$ cat src/rtl/core/bpp_pkg.sv
// Shared types and constants of the biosensor packet parser.
// Used by every module in rtl/core; depends on nothing else.
package bpp_pkg;

    localparam int PAYLOAD_DEPTH_DEFAULT = 256;
    localparam int QUEUE_DEPTH           = 2;

    localparam logic [7:0] SYNC_BYTE     = 8'hAA;
    localparam logic [7:0] SKIP_BYTE     = 8'h55;
    localparam logic [7:0] CODE_RAW      = 8'h80;
    localparam logic [7:0] CODE_RATE     = 8'h03;
    localparam logic [7:0] CODE_QUALITY  = 8'h02;
    localparam logic [7:0] RAW_LEN       = 8'd2;
    localparam logic [7:0] QUALITY_RESET = 8'd200;

    localparam logic [7:0] MAX_LEN_RESET = 8'd180;

    localparam logic [1:0] REG_MAX_LEN     = 2'd0;
    localparam logic [1:0] REG_RAW_EN      = 2'd1;
    localparam logic [1:0] REG_RATE_EN     = 2'd2;
    localparam logic [1:0] REG_QUALITY_EN  = 2'd3;

    localparam logic [1:0] KIND_RAW     = 2'd0;
    localparam logic [1:0] KIND_SUMMARY = 2'd1;
    localparam logic [1:0] KIND_ERROR   = 2'd2;

    typedef struct packed {
        logic       is_walk;
        logic [7:0] len;
    } cmd_t;

    typedef struct packed {
        logic       we;
        logic [7:0] addr;
        logic [7:0] data;
    } mem_wr_t;

    typedef struct packed {
        logic raw_en;
        logic rate_en;
        logic quality_en;
    } back_cfg_t;

    typedef struct packed {
        logic [1:0]         kind;
        logic signed [15:0] sample;
        logic               rate_seen;
        logic [7:0]         heart_rate;
        logic               quality_seen;
        logic [7:0]         signal_quality;
        logic               last;
    } result_t;

endpackage

$ cat src/rtl/core/biosensor_packet_parser.sv
// Biosensor packet parser: one received byte per cycle while full is low. After a good
// checksum the walk reads each code and its next byte, skips 0x55 fillers, reads both
// bytes of a raw sample and ends with the summary, waiting while the result queue is
// full; a bad checksum queues an error word. Data bytes of the next packet wait while
// the single payload memory is walked. Reset (rst_n, asynchronous) clears framing,
// queues and latches (quality 200) and restores the registers.
module biosensor_packet_parser #(
    parameter int PAYLOAD_DEPTH = bpp_pkg::PAYLOAD_DEPTH_DEFAULT
) (
    input  logic               clk,
    input  logic               rst_n,
    input  logic               push,
    output logic               full,
    input  logic [7:0]         rx_byte,
    output logic               empty,
    input  logic               pop,
    output logic [1:0]         kind,
    output logic signed [15:0] sample,
    output logic               rate_seen,
    output logic [7:0]         heart_rate,
    output logic               quality_seen,
    output logic [7:0]         signal_quality,
    output logic               last,
    input  logic               psel,
    input  logic               penable,
    input  logic               pwrite,
    input  logic [3:0]         paddr,
    input  logic [31:0]        pwdata,
    output logic [31:0]        prdata,
    output logic               pready
);
    import bpp_pkg::*;

    localparam int CMD_W = $bits(cmd_t);
    localparam int RES_W = $bits(result_t);

    logic [7:0] max_len_reg;
    logic       raw_en_reg;
    logic       rate_en_reg;
    logic       quality_en_reg;
    logic       cfg_write;
    back_cfg_t  back_cfg;

    mem_wr_t    mem_wr;
    logic       cmd_push;
    cmd_t       cmd_wdata;
    logic [CMD_W-1:0] cmd_rbits;
    cmd_t       cmd_rdata;
    logic       cmd_full;
    logic       cmd_empty;
    logic       cmd_pop;
    logic       walk_done;
    logic       res_push;
    result_t    res_wdata;
    logic [RES_W-1:0] res_rbits;
    result_t    res_rdata;
    logic       res_full;

    assign pready    = 1'b1;
    assign cfg_write = psel && penable && pwrite && pready;

    always_ff @(posedge clk or negedge rst_n)
    begin
        if (!rst_n)
        begin
            max_len_reg    <= MAX_LEN_RESET;
            raw_en_reg     <= 1'b1;
            rate_en_reg    <= 1'b1;
            quality_en_reg <= 1'b1;
        end
        else if (cfg_write)
        begin
            case (paddr[3:2])
                REG_MAX_LEN:    max_len_reg    <= pwdata[7:0];
                REG_RAW_EN:     raw_en_reg     <= pwdata[0];
                REG_RATE_EN:    rate_en_reg    <= pwdata[0];
                REG_QUALITY_EN: quality_en_reg <= pwdata[0];
                default:        max_len_reg    <= max_len_reg;
            endcase
        end
    end

    always_comb
    begin
        case (paddr[3:2])
            REG_MAX_LEN:    prdata = {24'd0, max_len_reg};
            REG_RAW_EN:     prdata = {31'd0, raw_en_reg};
            REG_RATE_EN:    prdata = {31'd0, rate_en_reg};
            REG_QUALITY_EN: prdata = {31'd0, quality_en_reg};
            default:        prdata = 32'd0;
        endcase
    end

    assign back_cfg.raw_en     = raw_en_reg;
    assign back_cfg.rate_en    = rate_en_reg;
    assign back_cfg.quality_en = quality_en_reg;

    bpp_front #(
        .PAYLOAD_DEPTH(PAYLOAD_DEPTH)
    ) u_front (
        .clk             (clk),
        .rst_n           (rst_n),
        .push            (push),
        .rx_byte         (rx_byte),
        .full            (full),
        .max_payload_len (max_len_reg),
        .walk_done       (walk_done),
        .mem_wr          (mem_wr),
        .cmd_push        (cmd_push),
        .cmd_data        (cmd_wdata),
        .cmd_full        (cmd_full)
    );

    bpp_fifo #(
        .WIDTH(CMD_W)
    ) u_cmd_queue (
        .clk   (clk),
        .rst_n (rst_n),
        .push  (cmd_push),
        .wdata (cmd_wdata),
        .full  (cmd_full),
        .pop   (cmd_pop),
        .rdata (cmd_rbits),
        .empty (cmd_empty)
    );

    assign cmd_rdata = cmd_t'(cmd_rbits);

    bpp_back #(
        .PAYLOAD_DEPTH(PAYLOAD_DEPTH)
    ) u_back (
        .clk       (clk),
        .rst_n     (rst_n),
        .cfg       (back_cfg),
        .cmd_empty (cmd_empty),
        .cmd_data  (cmd_rdata),
        .cmd_pop   (cmd_pop),
        .mem_wr    (mem_wr),
        .res_full  (res_full),
        .res_push  (res_push),
        .res_data  (res_wdata),
        .walk_done (walk_done)
    );

    bpp_fifo #(
        .WIDTH(RES_W)
    ) u_res_queue (
        .clk   (clk),
        .rst_n (rst_n),
        .push  (res_push),
        .wdata (res_wdata),
        .full  (res_full),
        .pop   (pop),
        .rdata (res_rbits),
        .empty (empty)
    );

    assign res_rdata      = result_t'(res_rbits);
    assign kind           = res_rdata.kind;
    assign sample         = res_rdata.sample;
    assign rate_seen      = res_rdata.rate_seen;
    assign heart_rate     = res_rdata.heart_rate;
    assign quality_seen   = res_rdata.quality_seen;
    assign signal_quality = res_rdata.signal_quality;
    assign last           = res_rdata.last;

endmodule

$ cat src/rtl/core/bpp_fifo.sv
// Small synchronous queue of packed words, used for the command and result queues.
// Depends on bpp_pkg for its depth.
module bpp_fifo #(
    parameter int WIDTH = 8
) (
    input  logic             clk,
    input  logic             rst_n,
    input  logic             push,
    input  logic [WIDTH-1:0] wdata,
    output logic             full,
    input  logic             pop,
    output logic [WIDTH-1:0] rdata,
    output logic             empty
);
    import bpp_pkg::*;

    localparam int PW = $clog2(QUEUE_DEPTH);

    logic [WIDTH-1:0] entry_reg [QUEUE_DEPTH];
    logic [PW-1:0]    wr_ptr_reg;
    logic [PW-1:0]    rd_ptr_reg;
    logic [PW:0]      count_reg;
    logic             do_push;
    logic             do_pop;

    assign full    = (count_reg == (PW+1)'(QUEUE_DEPTH));
    assign empty   = (count_reg == '0);
    assign do_push = push && !full;
    assign do_pop  = pop && !empty;
    assign rdata   = entry_reg[rd_ptr_reg];

    always_ff @(posedge clk)
    begin
        if (do_push)
        begin
            entry_reg[wr_ptr_reg] <= wdata;
        end
    end

    always_ff @(posedge clk or negedge rst_n)
    begin
        if (!rst_n)
        begin
            wr_ptr_reg <= '0;
            rd_ptr_reg <= '0;
            count_reg  <= '0;
        end
        else
        begin
            if (do_push)
            begin
                wr_ptr_reg <= wr_ptr_reg + 1'b1;
            end
            if (do_pop)
            begin
                rd_ptr_reg <= rd_ptr_reg + 1'b1;
            end
            if (do_push && !do_pop)
            begin
                count_reg <= count_reg + 1'b1;
            end
            else if (do_pop && !do_push)
            begin
                count_reg <= count_reg - 1'b1;
            end
        end
    end

endmodule

$ cat src/rtl/core/bpp_front.sv
// Front part of the packet parser: framing, payload capture and checksum test.
// Depends on bpp_pkg; writes the payload memory held in bpp_back.
module bpp_front #(
    parameter int PAYLOAD_DEPTH = bpp_pkg::PAYLOAD_DEPTH_DEFAULT
) (
    input  logic            clk,
    input  logic            rst_n,
    input  logic            push,
    input  logic [7:0]      rx_byte,
    output logic            full,
    input  logic [7:0]      max_payload_len,
    input  logic            walk_done,
    output bpp_pkg::mem_wr_t mem_wr,
    output logic            cmd_push,
    output bpp_pkg::cmd_t   cmd_data,
    input  logic            cmd_full
);
    import bpp_pkg::*;

    localparam logic [8:0] DEPTH_LIMIT = 9'(PAYLOAD_DEPTH);

    typedef enum logic [4:0] {
        PH_SYNC1 = 5'b00001,
        PH_SYNC2 = 5'b00010,
        PH_LEN   = 5'b00100,
        PH_DATA  = 5'b01000,
        PH_CHECK = 5'b10000
    } phase_t;

    phase_t     phase_reg, phase_next;
    logic [7:0] expected_len_reg, expected_len_next;
    logic [7:0] count_reg, count_next;
    logic [7:0] sum_reg, sum_next;
    logic       pending_reg, pending_next;
    logic       accept;
    logic [7:0] count_inc;
    logic       bad_len;
    logic       csum_ok;

    // Data bytes wait while a walk still owns the payload memory.
    assign full = ((phase_reg == PH_DATA) && pending_reg) ||
                  ((phase_reg == PH_CHECK) && cmd_full);
    assign accept    = push && !full;
    assign count_inc = count_reg + 8'd1;
    assign bad_len   = (rx_byte == 8'd0) || (rx_byte > max_payload_len) ||
                       ({1'b0, rx_byte} > DEPTH_LIMIT);
    assign csum_ok   = (rx_byte == ~sum_reg);

    always_comb
    begin
        phase_next        = phase_reg;
        expected_len_next = expected_len_reg;
        count_next        = count_reg;
        sum_next          = sum_reg;
        pending_next      = pending_reg;
        mem_wr.we         = 1'b0;
        mem_wr.addr       = count_reg;
        mem_wr.data       = rx_byte;
        cmd_push          = 1'b0;
        cmd_data.is_walk  = csum_ok;
        cmd_data.len      = expected_len_reg;

        if (walk_done)
        begin
            pending_next = 1'b0;
        end

        if (accept)
        begin
            case (phase_reg)
                PH_SYNC1:
                begin
                    phase_next = (rx_byte == SYNC_BYTE) ? PH_SYNC2 : PH_SYNC1;
                end
                PH_SYNC2:
                begin
                    phase_next = (rx_byte == SYNC_BYTE) ? PH_LEN : PH_SYNC1;
                end
                PH_LEN:
                begin
                    if (bad_len)
                    begin
                        phase_next = PH_SYNC1;
                    end
                    else
                    begin
                        expected_len_next = rx_byte;
                        count_next        = 8'd0;
                        sum_next          = 8'd0;
                        phase_next        = PH_DATA;
                    end
                end
                PH_DATA:
                begin
                    mem_wr.we  = 1'b1;
                    sum_next   = sum_reg + rx_byte;
                    count_next = count_inc;
                    if (count_inc >= expected_len_reg)
                    begin
                        phase_next = PH_CHECK;
                    end
                end
                PH_CHECK:
                begin
                    cmd_push   = 1'b1;
                    phase_next = PH_SYNC1;
                    if (csum_ok)
                    begin
                        pending_next = 1'b1;
                    end
                end
                default:
                begin
                    phase_next = PH_SYNC1;
                end
            endcase
        end
    end

    always_ff @(posedge clk or negedge rst_n)
    begin
        if (!rst_n)
        begin
            phase_reg        <= PH_SYNC1;
            expected_len_reg <= 8'd0;
            count_reg        <= 8'd0;
            sum_reg          <= 8'd0;
            pending_reg      <= 1'b0;
        end
        else
        begin
            phase_reg        <= phase_next;
            expected_len_reg <= expected_len_next;
            count_reg        <= count_next;
            sum_reg          <= sum_next;
            pending_reg      <= pending_next;
        end
    end

    assert property (@(posedge clk) disable iff (!rst_n)
        mem_wr.we |-> !pending_reg)
        else $error("payload written while a walk owns the memory");

    assert property (@(posedge clk) disable iff (!rst_n)
        (cmd_push && cmd_data.is_walk) |=> pending_reg)
        else $error("walk queued without marking the memory busy");

    assert property (@(posedge clk) disable iff (!rst_n)
        walk_done |-> pending_reg)
        else $error("walk finished with none outstanding");

endmodule

$ cat src/rtl/core/bpp_back.sv
// Back part of the packet parser: payload memory, payload walk and result build.
// Depends on bpp_pkg; takes commands from the front through a bpp_fifo.
module bpp_back #(
    parameter int PAYLOAD_DEPTH = bpp_pkg::PAYLOAD_DEPTH_DEFAULT
) (
    input  logic               clk,
    input  logic               rst_n,
    input  bpp_pkg::back_cfg_t cfg,
    input  logic               cmd_empty,
    input  bpp_pkg::cmd_t      cmd_data,
    output logic               cmd_pop,
    input  bpp_pkg::mem_wr_t   mem_wr,
    input  logic               res_full,
    output logic               res_push,
    output bpp_pkg::result_t   res_data,
    output logic               walk_done
);
    import bpp_pkg::*;

    localparam int AW = $clog2(PAYLOAD_DEPTH);

    typedef enum logic [9:0] {
        W_IDLE     = 10'b0000000001,
        W_CODE_RD  = 10'b0000000010,
        W_CODE_CHK = 10'b0000000100,
        W_ARG_RD   = 10'b0000001000,
        W_ARG_CHK  = 10'b0000010000,
        W_HI_RD    = 10'b0000100000,
        W_LO_RD    = 10'b0001000000,
        W_EMIT_RAW = 10'b0010000000,
        W_SUMMARY  = 10'b0100000000,
        W_ERROR    = 10'b1000000000
    } walk_state_t;

    logic [7:0]  payload_mem [PAYLOAD_DEPTH];
    logic [7:0]  mem_q_reg;
    logic [AW-1:0] rd_addr;

    walk_state_t state_reg, state_next;
    logic [8:0]  idx_reg, idx_next;
    logic [7:0]  len_reg, len_next;
    logic [7:0]  code_reg, code_next;
    logic [7:0]  hi_reg, hi_next;
    logic        rseen_reg, rseen_next;
    logic        qseen_reg, qseen_next;
    logic [7:0]  rval_reg, rval_next;
    logic [7:0]  qval_reg, qval_next;
    logic        rate_valid_reg, rate_valid_next;
    logic [7:0]  rate_reg, rate_next;
    logic [7:0]  quality_reg, quality_next;

    logic        at_end;
    logic [8:0]  idx_inc;
    logic [9:0]  arg_end;
    logic        take_rate;
    logic        take_quality;
    logic        sum_rate_valid;
    logic [7:0]  sum_rate;
    logic [7:0]  sum_quality;

    assign at_end  = (idx_reg >= {1'b0, len_reg});
    assign idx_inc = idx_reg + 9'd1;
    assign arg_end = {1'b0, idx_inc} + {2'b00, mem_q_reg};

    // The second sample byte sits one past the index; its read is held while stalled.
    assign rd_addr = ((state_reg == W_LO_RD) || (state_reg == W_EMIT_RAW)) ?
                     idx_inc[AW-1:0] : idx_reg[AW-1:0];

    always_ff @(posedge clk)
    begin
        if (mem_wr.we)
        begin
            payload_mem[mem_wr.addr[AW-1:0]] <= mem_wr.data;
        end
        mem_q_reg <= payload_mem[rd_addr];
    end

    assign take_rate      = rseen_reg && cfg.rate_en;
    assign take_quality   = qseen_reg && cfg.quality_en;
    assign sum_rate_valid = rate_valid_reg || take_rate;
    assign sum_rate       = take_rate ? rval_reg : rate_reg;
    assign sum_quality    = take_quality ? qval_reg : quality_reg;

    always_comb
    begin
        state_next      = state_reg;
        idx_next        = idx_reg;
        len_next        = len_reg;
        code_next       = code_reg;
        hi_next         = hi_reg;
        rseen_next      = rseen_reg;
        qseen_next      = qseen_reg;
        rval_next       = rval_reg;
        qval_next       = qval_reg;
        rate_valid_next = rate_valid_reg;
        rate_next       = rate_reg;
        quality_next    = quality_reg;
        cmd_pop         = 1'b0;
        res_push        = 1'b0;
        walk_done       = 1'b0;
        res_data        = '0;

        case (state_reg)
            W_IDLE:
            begin
                if (!cmd_empty)
                begin
                    cmd_pop  = 1'b1;
                    len_next = cmd_data.len;
                    idx_next = 9'd0;
                    if (cmd_data.is_walk)
                    begin
                        rseen_next = 1'b0;
                        qseen_next = 1'b0;
                        state_next = W_CODE_RD;
                    end
                    else
                    begin
                        state_next = W_ERROR;
                    end
                end
            end
            W_CODE_RD:
            begin
                state_next = at_end ? W_SUMMARY : W_CODE_CHK;
            end
            W_CODE_CHK:
            begin
                idx_next = idx_inc;
                if (mem_q_reg == SKIP_BYTE)
                begin
                    state_next = W_CODE_RD;
                end
                else
                begin
                    code_next  = mem_q_reg;
                    state_next = W_ARG_RD;
                end
            end
            W_ARG_RD:
            begin
                state_next = at_end ? W_SUMMARY : W_ARG_CHK;
            end
            W_ARG_CHK:
            begin
                idx_next = idx_inc;
                if (!code_reg[7])
                begin
                    // Short code: the byte just read is its single value.
                    if (code_reg == CODE_RATE)
                    begin
                        rseen_next = 1'b1;
                        rval_next  = mem_q_reg;
                    end
                    else if (code_reg == CODE_QUALITY)
                    begin
                        qseen_next = 1'b1;
                        qval_next  = mem_q_reg;
                    end
                    state_next = W_CODE_RD;
                end
                else if (arg_end > {2'b00, len_reg})
                begin
                    state_next = W_SUMMARY;
                end
                else if ((code_reg == CODE_RAW) && (mem_q_reg == RAW_LEN) && cfg.raw_en)
                begin
                    state_next = W_HI_RD;
                end
                else
                begin
                    idx_next   = arg_end[8:0];
                    state_next = W_CODE_RD;
                end
            end
            W_HI_RD:
            begin
                state_next = W_LO_RD;
            end
            W_LO_RD:
            begin
                hi_next    = mem_q_reg;
                state_next = W_EMIT_RAW;
            end
            W_EMIT_RAW:
            begin
                res_data.kind   = KIND_RAW;
                res_data.sample = {hi_reg, mem_q_reg};
                if (!res_full)
                begin
                    res_push   = 1'b1;
                    idx_next   = idx_reg + 9'd2;
                    state_next = W_CODE_RD;
                end
            end
            W_SUMMARY:
            begin
                res_data.kind           = KIND_SUMMARY;
                res_data.rate_seen      = rseen_reg;
                res_data.heart_rate     = sum_rate_valid ? sum_rate : 8'd0;
                res_data.quality_seen   = qseen_reg;
                res_data.signal_quality = sum_quality;
                res_data.last           = 1'b1;
                if (!res_full)
                begin
                    res_push        = 1'b1;
                    walk_done       = 1'b1;
                    rate_valid_next = sum_rate_valid;
                    rate_next       = sum_rate;
                    quality_next    = sum_quality;
                    state_next      = W_IDLE;
                end
            end
            W_ERROR:
            begin
                res_data.kind = KIND_ERROR;
                res_data.last = 1'b1;
                if (!res_full)
                begin
                    res_push   = 1'b1;
                    state_next = W_IDLE;
                end
            end
            default:
            begin
                state_next = W_IDLE;
            end
        endcase
    end

    always_ff @(posedge clk or negedge rst_n)
    begin
        if (!rst_n)
        begin
            state_reg      <= W_IDLE;
            idx_reg        <= 9'd0;
            len_reg        <= 8'd0;
            rseen_reg      <= 1'b0;
            qseen_reg      <= 1'b0;
            rate_valid_reg <= 1'b0;
            rate_reg       <= 8'd0;
            quality_reg    <= QUALITY_RESET;
        end
        else
        begin
            state_reg      <= state_next;
            idx_reg        <= idx_next;
            len_reg        <= len_next;
            rseen_reg      <= rseen_next;
            qseen_reg      <= qseen_next;
            rate_valid_reg <= rate_valid_next;
            rate_reg       <= rate_next;
            quality_reg    <= quality_next;
        end
    end

    always_ff @(posedge clk)
    begin
        code_reg <= code_next;
        hi_reg   <= hi_next;
        rval_reg <= rval_next;
        qval_reg <= qval_next;
    end

    assert property (@(posedge clk) disable iff (!rst_n)
        cmd_pop |-> (state_reg == W_IDLE))
        else $error("command taken while a walk is still running");

    assert property (@(posedge clk) disable iff (!rst_n)
        walk_done |-> (res_push && (res_data.kind == KIND_SUMMARY)))
        else $error("walk finished without its summary word");

    assert property (@(posedge clk) disable iff (!rst_n)
        (state_reg != W_IDLE) |-> (idx_reg <= {1'b0, len_reg}))
        else $error("walk index ran past the payload end");

endmodule
$ cat config.mk
export PLATFORM = sky130hd
export DESIGN_NAME = biosensor_packet_parser
export DESIGN_NICKNAME = d
export VERILOG_FILES = /design/src/rtl/core/bpp_pkg.sv /design/src/rtl/core/biosensor_packet_parser.sv /design/src/rtl/core/bpp_fifo.sv /design/src/rtl/core/bpp_front.sv /design/src/rtl/core/bpp_back.sv
export SDC_FILE = /design/constraint.sdc
export NUM_CORES = 2
export LEC_CHECK = 0
export BUFFER_PORTS_ARGS = -buffer_cell sky130_fd_sc_hd__buf_2
export CORE_AREA = 2 2 388 583
export CTS_CLUSTER_DIAMETER = 120
export DETAILED_ROUTE_END_ITERATION = 10
export DIE_AREA = 0 0 390 585
export PLACE_DENSITY_LB_ADDON = 0.12
export RECOVER_POWER = 50
export SYNTH_ARGS = -nofsm -noshare
export SYNTH_HDL_FRONTEND = slang
export SYNTH_SLANG_ARGS = --single-unit
$ cat constraint.sdc
create_clock -name clk -period 4.1 [get_ports clk]
set_input_delay 0.205 -clock clk [delete_from_list [all_inputs] [get_ports clk]]
set_output_delay 0.205 -clock clk [all_outputs]
set_load 0.02 [all_outputs]
==> flow_summary.toml <==
[run_status]
status = "complete, but fails checks"
violations = "max-capacitance violations, max-slew violations, negative setup slack"

[synthesis]
synth_flop_cell = "edfxtp_1"
synth-seq-cells = 2275
synth-seq-area-share_pct = 74.4
yosysUniqueCellTypes = 84
synthesis.area_um2 = 91000
yosysWarnings = 0
async_flop_share_pct = 4.18
syn_inst = 5038
synth_edf_count = 2172
syn_avg_cell_area_um2 = 18.1

[grt]
grt_pass1_vias = 52700
grt_max_degree = 177
grt_pass1_wl_um = 395000
antenna_found_initial = 7
grt-ovfl-total = 0
grt.total_usage_pct = 24.4

[finish]
fin_area_um2 = 109000
layout_commonest_cell = "edfxtp_1"
layout-drive-gt1-share_pct = 29.4
n_fill_cell = 18800
area_growth_syn_to_layout_pct = 20.2
nets = 6084
largest_reg_flops = 2048
layout_common_cells = "edfxtp_1 (2172), buf_4 (745), nand2_1 (428)"

[cts]
clockBufferDepth = 4
cts_tree = "yes"
clk_latency_ps = 870
cts_sinks = 2275
root_buffer = "clkbuf_16"
htreeDepth = 4
clkTransAtPathRegs_ps = 70
numCtsBuffers = 216

[timing]
fin_crit_ps = 4110
worst_slack_ps = -11.4
slew_headroom_pct = -144
slew_viol_final = 1602
hold_viol = 0
worst_slew_pin_slew_ps = 3650
rsz0062_at_grt = "yes"
finalSetupViolCount = 1
skew_ps = 50.8
max_clock_freq_ghz = 0.243
finalCritPeriodShare_pct = 100

[detailed_routing]
routedWlPerCell_um = 31.1
remaining_drc_errors = 0
ant_nets = 0
vias = 51200
drt_pass1_iterations = 7
vias_per_cell = 5.65
routed_wl_um = 282000
drt_iter0_drc = 4606

[setup_path]
cp_top_family = "simple AND/OR/NAND/NOR gates"
crit_path_start_kind = "flip-flop"
crit_fanout = 8
cp_num_buf_inv = 8
critPathSlowestCell = "or4_4"
critPathMaxStageDelay_ps = 560
crit_required_ps = 4860
end_kind = "flip-flop"
worst_ep_arrival_time_ps = 4870
path_cells = "or4_4, buf_6, nor4_4, nor2_4, buf_12, buf_16, buf_12, buf_12, mux4_2, a22oi_2, buf_4, nand4_1, buf_4, nor3_4, buf_4, nor3_1"
worstSetupPathType = "flip-flop to flip-flop"

[place]
dpl.hpwl_um = 191000
pre_cts_slack_ps = -645
io_buffers = 71
place_congestion = 0.898
dpl_cell_area_um2 = 101000

[floorplan]
dieWidth_um = 390
ios = 123
die_h_um = 585
start_util_pct = 40.8
die_area_um2 = 228000
fp.coreArea_um2 = 223000
rows = 213

[power]
ir_drop_mv = 0.366
p_total_mw = 55.9
power_density_nw_per_um2 = 510
power.leakage_nw = 37.0

[job]
max_cap_violations = 20

[hold_path]
min_path_type = "input pin to flip-flop"
==> cells by family (layout without fill, tap and decap cells) <==
logic type	count (synthesis)	after routing	share of synthesized area (%)
flip-flops	2275	2275	74.4
AND/OR/NAND/NOR	1215	1215	6.24
multiplexers	588	588	12.3
AO/OA/AOI/OAI	501	501	3.87
buffers and inverters	353	1442	1.85
adder cells (fa/ha/maj)	59	59	0.827
XOR/XNOR	45	45	0.454
other	2	30	0.00825
==> routing by layer <==
layer	GRT usage (%)	routed length, um	vias up
li1	-	-	22000
met1	28.8	104000	27000
met2	43.8	148000	1606
met3	2.93	13000	519
met4	12.5	17100	6
met5	0	49	-
==> metrics by stage <==
| step | TNS [ps] | instances | util (%) | hold WS (ps) |
|---|---|---|---|---|
| after global routing | -283 | 9053 | 49.0 | 95.6 |
| after global placement | -4960 | 8579 | 45.4 | 316 |
| after detailed placement | -4590 | 8579 | 45.4 | 320 |
| after CTS | 0 | 9026 | 48.9 | 46.9 |
| after floorplan | 0 | 5061 | - | -90.6 |
| final | -11.4 | 9057 | 49.0 | 99.8 |
==> tightest hold or removal path, cell delays in order <==
cell	delay, ps
dlygate4sd3_1	520
buf_2	90
mux2_2	130
==> final timing paths <==
check / from / to / slack (ps) / depth (start not counted)
max: u_back.state_reg[2] / u_back.mem_q_reg[1] / -10 / 16
min: pwdata[2] / max_len_reg[2] / 100 / 3
max reg2reg: u_back.state_reg[2] / u_back.mem_q_reg[1] / -10 / 16
min reg2reg: u_front.expected_len_reg[4] / u_cmd_queue.entry_reg[0][4] / 480 / 0
max in group asynchronous: rst_n / u_back.idx_reg[2] / 530 / 4
min in group asynchronous: rst_n / u_front.phase_reg[0] / 790 / 3
==> final cells by class <==
cell class / instances / area, um^2 / share of cell area (%)
Antenna cell: 5 / 12.5 / 0.0114
Clock buffer: 281 / 5900 / 5.39
Clock inverter: 113 / 906 / 0.828
Inverter: 47 / 176 / 0.161
Multi-Input combinational cell: 2433 / 22300 / 20.4
Sequential cell: 2275 / 67800 / 61.9
Tap cell: 2902 / 3630 / 3.32
Timing Repair Buffer: 1001 / 8750 / 7.99
==> synth_stat cells, types with 64 or more instances <==
library cell,n,area (um^2)
mux2i_1,100,1000
a22oi_1,89,668
mux4_2,418,9410
nor2_1,328,1230
o21ai_0,82,410
nand4_1,64,400
buf_2,77,385
a21oi_1,70,350
nand3_1,138,691
edfxtp_1,2172,65200
mux2_2,69,777
nand2_1,431,1620
clkbuf_1,135,507
dfrtp_1,83,2080
==> repair_timing <==
action / CTS / global route
resized for setup: 83 / 54
hold endpoints to repair: 261 / 0
endpoints found under the setup margin: 18 / 18
pin swaps: 24 / 29
gates cloned: 3 / 4
hold buffers: 29 / 0
buffers inserted: 21 / 22
==> where the power goes <==
part | switching [mW] | total [mW] | internal (mW) | leakage (nW)
clock | 8.72 | 19.7 | 11.0 | 3.34
sequential | 0.263 | 26.1 | 25.8 | 20.8
combinational | 5.72 | 10.1 | 4.41 | 12.9
No activity file was read; power rests on OpenSTA's default activity.
